**src/design/hsim_pkg.sv**
```systemverilog
// Shared types and constants for the hysteresis spike interval meter.
package hsim_pkg;

  // Field widths
  localparam int unsigned CH_W     = 4;
  localparam int unsigned SAMPLE_W = 16;
  localparam int unsigned TIME_W   = 32;
  localparam int unsigned THR_W    = 16;

  // Channel number widened so it can be compared against a channel count of up to 511
  localparam int unsigned CH_EXT_W = 9;

  // Default channel count
  localparam int unsigned CHANNELS_DEF = 16;

  // Stream payload widths, padded to whole bytes
  localparam int unsigned IN_TDATA_W  = ((CH_W + SAMPLE_W + TIME_W + 7) / 8) * 8;
  localparam int unsigned OUT_TDATA_W = ((CH_W + TIME_W + 7) / 8) * 8;

  // Configuration register indexes
  localparam int unsigned CFG_IDX_W = 1;
  localparam logic [CFG_IDX_W-1:0] CFG_UP_THR   = 1'b0;
  localparam logic [CFG_IDX_W-1:0] CFG_DOWN_THR = 1'b1;

  // Threshold reset values
  localparam logic signed [THR_W-1:0] UP_THR_RST   = 16'sd16384;
  localparam logic signed [THR_W-1:0] DOWN_THR_RST = 16'sd0;

  // Per-channel state as held in the state memory
  typedef struct packed {
    logic              spiking;
    logic [TIME_W-1:0] last_time;
  } chan_state_t;

  localparam int unsigned STATE_W = $bits(chan_state_t);

endpackage

```
**src/design/hsim_ram.sv**
```systemverilog
// Generic single-write, single-read RAM with registered read data.
module hsim_ram #(
  parameter int unsigned WIDTH = 8,
  parameter int unsigned DEPTH = 16,
  localparam int unsigned AW   = (DEPTH > 1) ? $clog2(DEPTH) : 1
) (
  input  logic             clk_i,
  input  logic             we_i,
  input  logic [AW-1:0]    waddr_i,
  input  logic [WIDTH-1:0] wdata_i,
  input  logic             re_i,
  input  logic [AW-1:0]    raddr_i,
  output logic [WIDTH-1:0] rdata_o
);

  logic [WIDTH-1:0] mem_q [DEPTH];
  logic [WIDTH-1:0] rdata_q;

  // Write port
  always_ff @(posedge clk_i) begin
    if (we_i) begin
      mem_q[waddr_i] <= wdata_i;
    end
  end

  // Read port, old data on a same-address write
  always_ff @(posedge clk_i) begin
    if (re_i) begin
      rdata_q <= mem_q[raddr_i];
    end
  end

  assign rdata_o = rdata_q;

endmodule

```
**src/design/hsim_rule.sv**
```systemverilog
// Schmitt-trigger update of one channel's state and interval computation.
module hsim_rule (
  input  hsim_pkg::chan_state_t                  cur_i,
  input  logic signed [hsim_pkg::SAMPLE_W-1:0]   sample_i,
  input  logic        [hsim_pkg::TIME_W-1:0]     timestamp_i,
  input  logic signed [hsim_pkg::THR_W-1:0]      up_thr_i,
  input  logic signed [hsim_pkg::THR_W-1:0]      down_thr_i,
  output hsim_pkg::chan_state_t                  nxt_o,
  output logic                                   spike_o,
  output logic        [hsim_pkg::TIME_W-1:0]     interval_o
);
  import hsim_pkg::*;

  logic above;
  logic below;

  assign above = (sample_i > up_thr_i);
  assign below = (sample_i < down_thr_i);

  // Upper threshold wins over lower one
  assign spike_o = above && !cur_i.spiking;

  always_comb begin
    nxt_o = cur_i;
    if (above) begin
      nxt_o.spiking = 1'b1;
    end else if (below) begin
      nxt_o.spiking = 1'b0;
    end
    if (spike_o) begin
      nxt_o.last_time = timestamp_i;
    end
  end

  // Wraps modulo 2^32
  assign interval_o = timestamp_i - cur_i.last_time;

endmodule

```
**src/design/hysteresis_spike_interval_meter_core.sv**
```systemverilog
// Top level of the hysteresis spike interval meter.
//
// Samples arrive on the s_axis stream, one channel number, sample and
// timestamp per transfer. When a sample rises above the upper threshold on a
// channel that is not spiking, one result transfer on m_axis carries the
// channel and the ticks since that channel's previous spike (or since time
// zero). Other samples give no result.
// Throughput: one sample per cycle while the output register is free. A sample
// accepted on s_axis reads its channel entry from the state memory and is
// held and evaluated in the evaluate stage registers; once the output register
// is free the entry is written back and any result enters the output register,
// which drives m_axis_tvalid. Back-to-back samples on the same channel are
// served by a forwarding register around the memory.
// Reset clears the thresholds to their defaults and a per-channel valid
// vector, so every channel reads as not spiking with last time zero; no
// clearing pass is needed and samples are taken right after reset.
// A stalled receiver holds the output register; while it is full the sample
// in the evaluate stage waits, with or without a result, and s_axis_tready
// drops until the receiver takes the result.
// Thresholds are written through the cfg port; the user must write them only while idle, the block does not enforce it.
module hysteresis_spike_interval_meter_core #(
  parameter int unsigned CHANNELS = hsim_pkg::CHANNELS_DEF
) (
  input  logic                                clk_i,
  input  logic                                rst_ni,
  // Configuration writes
  input  logic                                cfg_we_i,
  input  logic [hsim_pkg::CFG_IDX_W-1:0]      cfg_idx_i,
  input  logic [hsim_pkg::THR_W-1:0]          cfg_wdata_i,
  // Sample stream
  input  logic                                s_axis_tvalid,
  output logic                                s_axis_tready,
  // tdata: channel[3:0], sample[19:4], timestamp[51:20], zero pad
  input  logic [hsim_pkg::IN_TDATA_W-1:0]     s_axis_tdata,
  // Result stream
  output logic                                m_axis_tvalid,
  input  logic                                m_axis_tready,
  // tdata: spike_channel[3:0], interval[35:4], zero pad
  output logic [hsim_pkg::OUT_TDATA_W-1:0]    m_axis_tdata
);
  import hsim_pkg::*;

  localparam int unsigned IDX_W = (CHANNELS > 1) ? $clog2(CHANNELS) : 1;
  localparam logic [CH_EXT_W-1:0] CHANNELS_EXT = CH_EXT_W'(CHANNELS);

  // Thresholds
  logic signed [THR_W-1:0] up_thr_q;
  logic signed [THR_W-1:0] down_thr_q;

  always_ff @(posedge clk_i or negedge rst_ni) begin
    if (!rst_ni) begin
      up_thr_q   <= UP_THR_RST;
      down_thr_q <= DOWN_THR_RST;
    end else if (cfg_we_i) begin
      case (cfg_idx_i)
        CFG_UP_THR:   up_thr_q   <= cfg_wdata_i;
        CFG_DOWN_THR: down_thr_q <= cfg_wdata_i;
        default: ;
      endcase
    end
  end

  // Input unpacking
  logic        [CH_W-1:0]     in_ch;
  logic signed [SAMPLE_W-1:0] in_sample;
  logic        [TIME_W-1:0]   in_time;
  logic        [CH_EXT_W-1:0] in_ch_ext;
  logic        [IDX_W-1:0]    in_idx;
  logic                       in_in_range;
  logic                       in_xfer;

  assign in_ch       = s_axis_tdata[CH_W-1:0];
  assign in_sample   = s_axis_tdata[CH_W +: SAMPLE_W];
  assign in_time     = s_axis_tdata[CH_W+SAMPLE_W +: TIME_W];
  assign in_ch_ext   = CH_EXT_W'(in_ch);
  assign in_idx      = in_ch_ext[IDX_W-1:0];
  assign in_in_range = (in_ch_ext < CHANNELS_EXT);
  assign in_xfer     = s_axis_tvalid && s_axis_tready;

  // Evaluate stage registers
  logic                       s1_valid_q;
  logic        [CH_W-1:0]     s1_ch_q;
  logic        [IDX_W-1:0]    s1_idx_q;
  logic signed [SAMPLE_W-1:0] s1_sample_q;
  logic        [TIME_W-1:0]   s1_time_q;
  logic                       s1_in_range_q;
  logic                       fwd_hit_q;
  chan_state_t                fwd_data_q;

  // Channel entry valid bits
  logic [CHANNELS-1:0] ent_valid_q;

  // Output register
  logic              out_valid_q;
  logic [CH_W-1:0]   out_ch_q;
  logic [TIME_W-1:0] out_interval_q;

  logic              out_free;
  logic              s1_fire;
  logic              ram_we;
  logic [STATE_W-1:0] ram_rdata;
  chan_state_t       cur_state;
  chan_state_t       nxt_state;
  logic              rule_spike;
  logic              s1_spike;
  logic [TIME_W-1:0] rule_interval;

  assign out_free      = !out_valid_q || m_axis_tready;
  assign s1_fire       = s1_valid_q && out_free;
  assign s_axis_tready = !s1_valid_q || s1_fire;
  assign ram_we        = s1_fire && s1_in_range_q;
  assign s1_spike      = s1_in_range_q && rule_spike;

  // State memory
  hsim_ram #(
    .WIDTH (STATE_W),
    .DEPTH (CHANNELS)
  ) u_state_ram (
    .clk_i   (clk_i),
    .we_i    (ram_we),
    .waddr_i (s1_idx_q),
    .wdata_i (nxt_state),
    .re_i    (in_xfer),
    .raddr_i (in_idx),
    .rdata_o (ram_rdata)
  );

  // Current entry: forwarded write, memory data, or reset value
  always_comb begin
    if (fwd_hit_q) begin
      cur_state = fwd_data_q;
    end else if (s1_in_range_q && ent_valid_q[s1_idx_q]) begin
      cur_state = chan_state_t'(ram_rdata);
    end else begin
      cur_state = '0;
    end
  end

  hsim_rule u_rule (
    .cur_i       (cur_state),
    .sample_i    (s1_sample_q),
    .timestamp_i (s1_time_q),
    .up_thr_i    (up_thr_q),
    .down_thr_i  (down_thr_q),
    .nxt_o       (nxt_state),
    .spike_o     (rule_spike),
    .interval_o  (rule_interval)
  );

  // Stage control
  always_ff @(posedge clk_i or negedge rst_ni) begin
    if (!rst_ni) begin
      s1_valid_q <= 1'b0;
      fwd_hit_q  <= 1'b0;
    end else if (in_xfer) begin
      s1_valid_q <= 1'b1;
      fwd_hit_q  <= ram_we && (s1_idx_q == in_idx);
    end else if (s1_fire) begin
      s1_valid_q <= 1'b0;
    end
  end

  // Stage payload
  always_ff @(posedge clk_i) begin
    if (in_xfer) begin
      s1_ch_q       <= in_ch;
      s1_idx_q      <= in_idx;
      s1_sample_q   <= in_sample;
      s1_time_q     <= in_time;
      s1_in_range_q <= in_in_range;
      fwd_data_q    <= nxt_state;
    end
  end

  // Valid bits set on first write of an entry
  always_ff @(posedge clk_i or negedge rst_ni) begin
    if (!rst_ni) begin
      ent_valid_q <= '0;
    end else if (ram_we) begin
      ent_valid_q[s1_idx_q] <= 1'b1;
    end
  end

  // Result register
  always_ff @(posedge clk_i or negedge rst_ni) begin
    if (!rst_ni) begin
      out_valid_q <= 1'b0;
    end else if (s1_fire) begin
      out_valid_q <= s1_spike;
    end else if (m_axis_tready) begin
      out_valid_q <= 1'b0;
    end
  end

  always_ff @(posedge clk_i) begin
    if (s1_fire && s1_spike) begin
      out_ch_q       <= s1_ch_q;
      out_interval_q <= rule_interval;
    end
  end

  assign m_axis_tvalid = out_valid_q;
  assign m_axis_tdata  = {{(OUT_TDATA_W - CH_W - TIME_W){1'b0}}, out_interval_q, out_ch_q};

  // Checks
  a_spike_to_out: assert property (@(posedge clk_i) disable iff (!rst_ni)
    s1_fire && s1_spike |=> m_axis_tvalid)
    else $error("spike did not reach the output register");

  a_out_from_stage: assert property (@(posedge clk_i) disable iff (!rst_ni)
    $rose(m_axis_tvalid) |-> $past(s1_fire))
    else $error("result appeared without a stage transfer");

  a_no_spike_when_spiking: assert property (@(posedge clk_i) disable iff (!rst_ni)
    s1_fire && s1_spike |-> !cur_state.spiking && nxt_state.spiking)
    else $error("spike on a channel already spiking");

  a_out_of_range_quiet: assert property (@(posedge clk_i) disable iff (!rst_ni)
    s1_valid_q && !s1_in_range_q |-> !ram_we && !s1_spike)
    else $error("out-of-range channel touched state");

  a_fwd_only_after_write: assert property (@(posedge clk_i) disable iff (!rst_ni)
    in_xfer && !ram_we |=> !fwd_hit_q)
    else $error("forward hit without a preceding write");

endmodule

```
**config.mk**
```make
export PLATFORM = sky130hd
export DESIGN_NAME = hysteresis_spike_interval_meter_core
export DESIGN_NICKNAME = d
export VERILOG_FILES = /design/src/design/hsim_pkg.sv /design/src/design/hsim_ram.sv /design/src/design/hsim_rule.sv /design/src/design/hysteresis_spike_interval_meter_core.sv
export SDC_FILE = /design/constraint.sdc
export NUM_CORES = 1
export LEC_CHECK = 0
export BUFFER_PORTS_ARGS = -buffer_cell sky130_fd_sc_hd__buf_4
export CAP_MARGIN = 20
export CORE_AREA = 2 2 248 250
export CTS_BUF_LIST = sky130_fd_sc_hd__clkbuf_16
export DETAILED_ROUTE_END_ITERATION = 12
export DIE_AREA = 0 0 250 252
export PLACE_DENSITY_LB_ADDON = 0.3
export SLEW_MARGIN = 25
export SYNTH_ARGS = -nofsm -noshare
export SYNTH_HDL_FRONTEND = slang
export SYNTH_SLANG_ARGS = --single-unit
```
**constraint.sdc**
```tcl
create_clock -name clk_i -period 6.9 [get_ports clk_i]
set_clock_uncertainty 0.2 [all_clocks]
set_input_delay 2.07 -clock clk_i [delete_from_list [all_inputs] [get_ports clk_i]]
set_output_delay 2.07 -clock clk_i [all_outputs]
set_load 0.005 [all_outputs]
```
==> results of run 1 <==
## cells in the final DEF (no fill, tap or decap), types with 7 or more instances in the layout
cell	count
dfrtp_1	49
edfxtp_1	682
a21o_1	13
maj3_2	7
mux2i_1	19
inv_1	97
clkinv_1	12
a21oi_1	22
nand3_1	7
nor3_1	9
nor2_4	14
clkbuf_16	74
o21ai_0	27
xor2_1	10
maj3_1	14
o21a_1	9
nor2b_1	8
nand2b_1	8
or2_2	17
mux2_2	21
mux4_2	166
a22oi_1	23
mux2i_2	10
buf_4	155
xnor2_1	42
nor2_1	24
nand2_1	43
ha_1	43
nand4_1	10
a31oi_1	12
## worst max-delay path by stage
stage	from	end	slack, ns	depth (start not counted)
CTS	s1_idx_q[1]	out_interval_q[25]	1.20	16
floorplan	m_axis_tready	fwd_data_q[0]	1.23	2
detailed placement	s1_idx_q[1]	out_interval_q[25]	1.24	16
finish	s1_idx_q[1]	out_interval_q[25]	1.18	16
global route	s1_idx_q[1]	out_interval_q[25]	0.95	16
global placement	s1_idx_q[1]	out_interval_q[25]	1.31	16
## per-stage QoR
step,utilization,setup slack (ns)
6_report,0.572,1.18
5_1_grt,0.572,0.952
4_1_cts,0.571,1.20
3_5_place_dp,0.534,1.24
3_3_place_gp,0.533,1.31
2_1_floorplan,-,1.23
## critical path: stages (launching register included)
cell	delay, ns
edfxtp_1	0.74
mux2_2	0.41
mux4_2	0.55
a32o_2	0.37
a22oi_1	0.23
ha_1	0.34
a21oi_1	0.29
a221oi_1	0.09
nor4_1	0.31
o21ai_1	0.14
maj3_2	0.33
o31a_2	0.38
a211oi_2	0.39
nor2_2	0.11
a211o_1	0.27
a31oi_1	0.20
xnor2_1	0.09
## metal layers
metal	routed length, µm	global-route usage	vias up
met2	32400	0.352	579
met4	1570	0.0686	0
met3	4060	0.0310	107
met5	0	0	-
met1	27100	0.289	8002
li1	-	-	6589
## cells in the mapped netlist (5+ instances only)
| master | instances | area share |
|---|---|---|
| a21o_1 | 13 | 0.0033 |
| a21oi_1 | 27 | 0.0045 |
| a22o_1 | 5 | 0.0015 |
| a22oi_1 | 23 | 0.0058 |
| a22oi_2 | 5 | 0.0021 |
| a31oi_1 | 12 | 0.0025 |
| and2_1 | 7 | 0.0015 |
| buf_1 | 18 | 0.0023 |
| clkbuf_1 | 34 | 0.0043 |
| dfrtp_1 | 50 | 0.042 |
| edfxtp_1 | 682 | 0.68 |
| ha_1 | 43 | 0.018 |
| inv_1 | 78 | 0.0098 |
| maj3_1 | 14 | 0.0047 |
| maj3_2 | 7 | 0.0026 |
| mux2_2 | 21 | 0.0079 |
| mux2i_1 | 29 | 0.0097 |
| mux4_2 | 166 | 0.12 |
| nand2_1 | 43 | 0.0054 |
| nand2b_1 | 8 | 0.0017 |
| nand3_1 | 7 | 0.0012 |
| nand4_1 | 10 | 0.0021 |
| nor2_1 | 37 | 0.0046 |
| nor2b_1 | 9 | 0.0019 |
| nor3_1 | 14 | 0.0023 |
| nor4_1 | 5 | 0.0010 |
| o21a_1 | 9 | 0.0023 |
| o21ai_0 | 27 | 0.0045 |
| o21ai_1 | 6 | 0.0010 |
| or2_2 | 17 | 0.0035 |
| xnor2_1 | 42 | 0.012 |
| xor2_1 | 10 | 0.0029 |
## cell families after synthesis
logic type      after synthesis  share of synthesized area
compound gates              170                     0.0421
fa+ha+maj                    65                     0.0259
mux                         218                      0.143
simple gates                172                     0.0291
buf+inv                     140                     0.0189
other cells                   1                   0.000125
xor+xnor                     52                     0.0152
flops                       733                      0.726
## layout make-up
type / instances / share of cell area
clock buffers: 74 / 0.0538
clock inverters: 51 / 0.0117
inverters: 78 / 0.00851
multi-input cells: 681 / 0.229
flip-flops and latches: 733 / 0.632
well taps: 782 / 0.0284
repair buffers: 160 / 0.0365
## registers in the layout, summed over array words and instances (netlist names)
name	count
s1_time_q	32
fwd_data_q	33
out_interval_q	32
u_state_ram.mem_q	528
u_state_ram.rdata_o	33
s1_valid_q	1
s1_sample_q	16
down_thr_q	16
ent_valid_q	16
m_axis_tvalid	1
up_thr_q	16
fwd_hit_q	1
out_ch_q	4
s1_idx_q	4
## report_power, final
group	leakage (µW)	switching [µW]	total, µW	internal, µW
Combinational	0.00381	1150	1870	727
Sequential	0.00687	138	5690	5550
Clock	0.00116	1600	3760	2170
Total	0.0118	2880	11300	8440
==> impl_metrics.py, run 1 <==
metrics = {
    "run_status": {
        "outcome": "complete, no violations",
    },
    "placed_design": {
        "place_inst": 2433,
        "hpwl_mm": 37.8,
        "gp_congestion": 0.812,
        "dpl_cell_area_um2": 32100,
        "numPortBuffers": 111,
    },
    "finish": {
        "fin_cells": 2559,
        "final_cell_area_um2": 34400,
        "diodes": 0,
        "seqCellArea_um2": 21800,
        "area_delta_synth_final_pct": 14.7,
        "n_fill_cell": 4406,
        "drive_gt1_frac": 0.295,
        "nNetsFinal": 1848,
        "multi_input_area_um2": 7860,
    },
    "timing": {
        "fin_crit_sh": 0.829,
        "finalSetupViolCount": 0,
        "hold_viol_final": 0,
        "maxSlewHeadroom": 0.324,
        "tightest_slew_ns": 0.994,
        "fmax_mhz": 175,
        "hold_ws_ns": 0.263,
        "rsz0062_at_grt": "no",
        "slew_violations": 0,
        "min_period_ns": 5.72,
        "setup_tns_ns": 0,
    },
    "worst_setup_path": {
        "end_kind": "flop",
        "reg2reg_from": "s1_idx_q[1]",
        "criticalPathCategory": "flop to flop",
        "cp-start-kind": "flop",
        "r2r_end": "out_interval_q[25]",
        "r2r_slack_ns": 1.18,
        "worstPathRequired_ns": 7.05,
        "arrival_ns": 5.87,
        "cp_max_fo": 14,
        "rr_worst_depth": 16,
    },
    "routing": {
        "drt-initial-drc-count": 1416,
        "drtAntennaViolNets": 0,
        "finalWirelength_mm": 65.1,
        "drt_first_pass_iters": 5,
        "vias": 15300,
        "routedWlPerCell_um": 25.5,
        "route.detailed.drc": 0,
        "post_drt_via_cell_ratio": 5.97,
    },
    "global_routing": {
        "grt_overflow": 0,
        "antenna_found_initial": 0,
        "grt_pass1_vias": 15700,
        "grt_pass1_wl_mm": 98.2,
        "grt.total_usage": 0.211,
        "grt_max_degree": 69,
    },
    "die": {
        "coreArea_um2": 60100,
        "start_util": 0.499,
        "die_area_um2": 63000,
        "die_w_um": 250,
        "io_pins": 120,
        "fp.dieH_um": 252,
        "fp-row-count": 90,
    },
    "clock_network": {
        "post_cts_buffers": 0,
        "post_cts_resized": 0,
        "clk_path_buf_depth": 3,
        "cts_root_buf": "clkbuf_16",
        "worst_skew_pair.late_latency_ns": 0.62,
        "cts.clk_slew.worst_paths_ns": 0.06,
        "htree_levels": 3,
        "numCtsBuffers": 72,
        "cts_hold_buf": 0,
        "cts_tree": "done",
        "numClockSinks": 733,
    },
    "power": {
        "p_leak_uw": 0.0118,
        "vdd_drop_max_uv": 171,
        "p_total_uw": 11300,
        "p_per_area_nw_per_um2": 329,
    },
    "synth": {
        "ys_seq_area_frac": 0.726,
        "synth_cell_types": 77,
        "syn-cell-area_um2": 30000,
        "ys_seq_elements": 733,
        "ys_dominant_reg_cell": "edfxtp_1",
        "syn_avg_cell_area_um2": 19.3,
        "synth-warning-count": 0,
        "async_flop_share": 0.0696,
        "synth_edf_count": 682,
        "synthCells": 1551,
    },
    "hold_path": {
        "hold_start": "ent_valid_q[14]",
        "worstHoldPathType": "flop to flop",
        "worstHoldEndpoint": "ent_valid_q[14]",
        "hold_depth": 1,
    },
    "job": {
        "drv_cap": 0,
    },
}
(Power assumes the default switching activity.)
==> run 2, diff against run 1 <==
Clock period 6.9 ns to 5 ns, I/O delays scaled along.
==> impl_metrics.py, run 2 (synthesized netlist as in run 1, its figures left out) <==
metrics = {
    "run_status": {
        "outcome": "complete, no violations",
    },
    "clock_network": {
        "worst_skew_pair.late_latency_ns": 0.61,
        "clk_path_buf_depth": 3,
        "cts_tree": "done",
        "numCtsBuffers": 71,
        "cts_root_buf": "clkbuf_16",
        "htree_levels": 3,
        "cts.clk_slew.worst_paths_ns": 0.06,
        "numClockSinks": 733,
    },
    "finish": {
        "top_register": "u_state_ram.mem_q",
        "drive_gt1_frac": 0.316,
        "fin_cells": 2591,
        "mostFrequentLayoutCells": "edfxtp_1 (682), buf_4 (178), mux4_2 (166), inv_1 (86), clkbuf_16 (75)",
        "area_delta_synth_final_pct": 16.0,
        "final_cell_area_um2": 34800,
        "layout_commonest_cell": "edfxtp_1",
        "n_fill_cell": 4389,
        "nNetsFinal": 1872,
        "largest_register_ffs": 528,
    },
    "global_routing": {
        "grt_pass1_vias": 15500,
        "grt_max_degree": 67,
        "grt.total_usage": 0.207,
        "grt_pass1_wl_mm": 96.9,
        "grt_overflow": 0,
        "antenna_found_initial": 0,
    },
    "routing": {
        "finalWirelength_mm": 64.6,
        "drt_first_pass_iters": 5,
        "vias": 15300,
        "drt-initial-drc-count": 1326,
        "post_drt_via_cell_ratio": 5.90,
        "routedWlPerCell_um": 24.9,
        "route.detailed.drc": 0,
        "drtAntennaViolNets": 0,
    },
    "worst_setup_path": {
        "crit_slowest_cell": "mux4_2",
        "cpLargestDelayFamily": "compound AO/OA/AOI/OAI gates",
        "end_kind": "flop",
        "cp_cell_sequence": "mux2_2 > mux4_2 > a32o_2 > a22oi_2 > ha_1 > a21oi_2 > a221oi_1 > nor4_1 > o21ai_1 > maj3_2 > o31a_4 > a211oi_4 > nor2_2 > a211o_1 > a31oi_2 > xnor2_1",
        "cp-start-kind": "flop",
        "arrival_ns": 5.02,
        "cp_max_fo": 7,
        "slowest_delay_ns": 0.51,
        "worstPathRequired_ns": 5.14,
        "criticalPathCategory": "flop to flop",
        "critPathBufInv": 0,
    },
    "timing": {
        "min_period_ns": 4.88,
        "rsz0062_at_grt": "yes",
        "setup_slack_ns": 0.121,
        "hold_viol_final": 0,
        "setup_tns_ns": 0,
        "fmax_mhz": 205,
        "finalSetupViolCount": 0,
        "slew_violations": 0,
        "fin_crit_sh": 0.976,
        "maxSlewHeadroom": 0.339,
        "tightest_slew_ns": 0.973,
    },
    "die": {
        "start_util": 0.499,
        "fp.dieH_um": 252,
        "die_area_um2": 63000,
        "die_w_um": 250,
        "fp-row-count": 90,
        "io_pins": 120,
        "coreArea_um2": 60100,
    },
    "placed_design": {
        "numPortBuffers": 111,
        "dp_slack_ns": 0.0369,
        "dpl_cell_area_um2": 32300,
        "place_inst": 2453,
        "gp_congestion": 0.834,
        "hpwl_mm": 37.1,
    },
    "power": {
        "p_total_uw": 15800,
        "vdd_drop_max_uv": 281,
        "p_leak_uw": 0.0120,
        "p_per_area_nw_per_um2": 454,
    },
    "job": {
        "drv_cap": 0,
    },
    "hold_path": {
        "worstHoldPathType": "flop to flop",
    },
}
-- run 2: cell types whose count changed in the layout (fill, tap and decap cells not counted), moves of 2 or more --
cell      previous run  this run
a31oi_1             12        10
buf_12               4         6
buf_4              155       178
clkinv_1            12        22
clkinv_2             5        11
inv_1               97        86
mux2i_1             19        14
mux2i_2             10        15
nor3_2               6         4
nor3_4               0         2
-- run 2: metrics by stage --
| stage | util | hold WS, ns |
|---|---|---|
| 3_5_place_dp | 0.538 | 0.250 |
| 5_1_grt | 0.578 | 0.279 |
| 6_report | 0.578 | 0.267 |
| 4_1_cts | 0.576 | 0.267 |
| 2_1_floorplan | - | 0.224 |
| 3_3_place_gp | 0.537 | 0.248 |
-- run 2: repair_timing --
item	in CTS	in global routing
setup buffers	0	6
hold buffers	0	0
gates resized for setup	1	7
endpoints found under the hold margin	0	0
pin swaps	0	10
endpoints found under the setup margin	1	7
-- run 2: layout make-up --
type / instances / area, µm² / area share
Antenna cell: 1 / 2.50 / 0.0000720
Clock buffer: 75 / 1880 / 0.0540
Clock inverter: 56 / 430 / 0.0124
Inverter: 78 / 293 / 0.00842
Multi-Input combinational cell: 681 / 7960 / 0.229
Sequential cell: 733 / 21800 / 0.626
Tap cell: 782 / 978 / 0.0281
Timing Repair Buffer: 185 / 1470 / 0.0423
-- run 2: routing by layer --
metal  routed length [µm]  track usage
met1                27200        0.287
met2                32400        0.347
met3                 3830       0.0287
met4                 1130       0.0565
met5                    0            0
-- run 2: worst register-to-register path, delay by kind of cell (launching register included) --
kind / cells / cell delay (ns)
simple gates: 2 / 0.38
flops: 1 / 0.46
compound gates: 9 / 1.99
xor+xnor: 1 / 0.08
mux: 2 / 0.88
fa+ha+maj: 2 / 0.63
-- run 2: power by group --
part           switching [µW]  internal, µW  total [µW]
Combinational            1600          1070        2670
Sequential                190          7660        7850
Clock                    2240          3030        5270
-- run 2: worst paths after layout --
| path | depth (start not counted) | end | startpoint | slack (ns) |
|---|---|---|---|---|
| setup reg to reg | 16 | out_interval_q[25] | s1_idx_q[1] | 0.12 |
| hold reg to reg | 1 | ent_valid_q[4] | ent_valid_q[4] | 0.27 |
| min in group asynchronous | 1 | s1_valid_q | rst_ni | 0.76 |
| hold / removal | 1 | ent_valid_q[4] | ent_valid_q[4] | 0.27 |
| setup / recovery | 16 | out_interval_q[25] | s1_idx_q[1] | 0.12 |
| max in group asynchronous | 1 | fwd_hit_q | rst_ni | 3.32 |
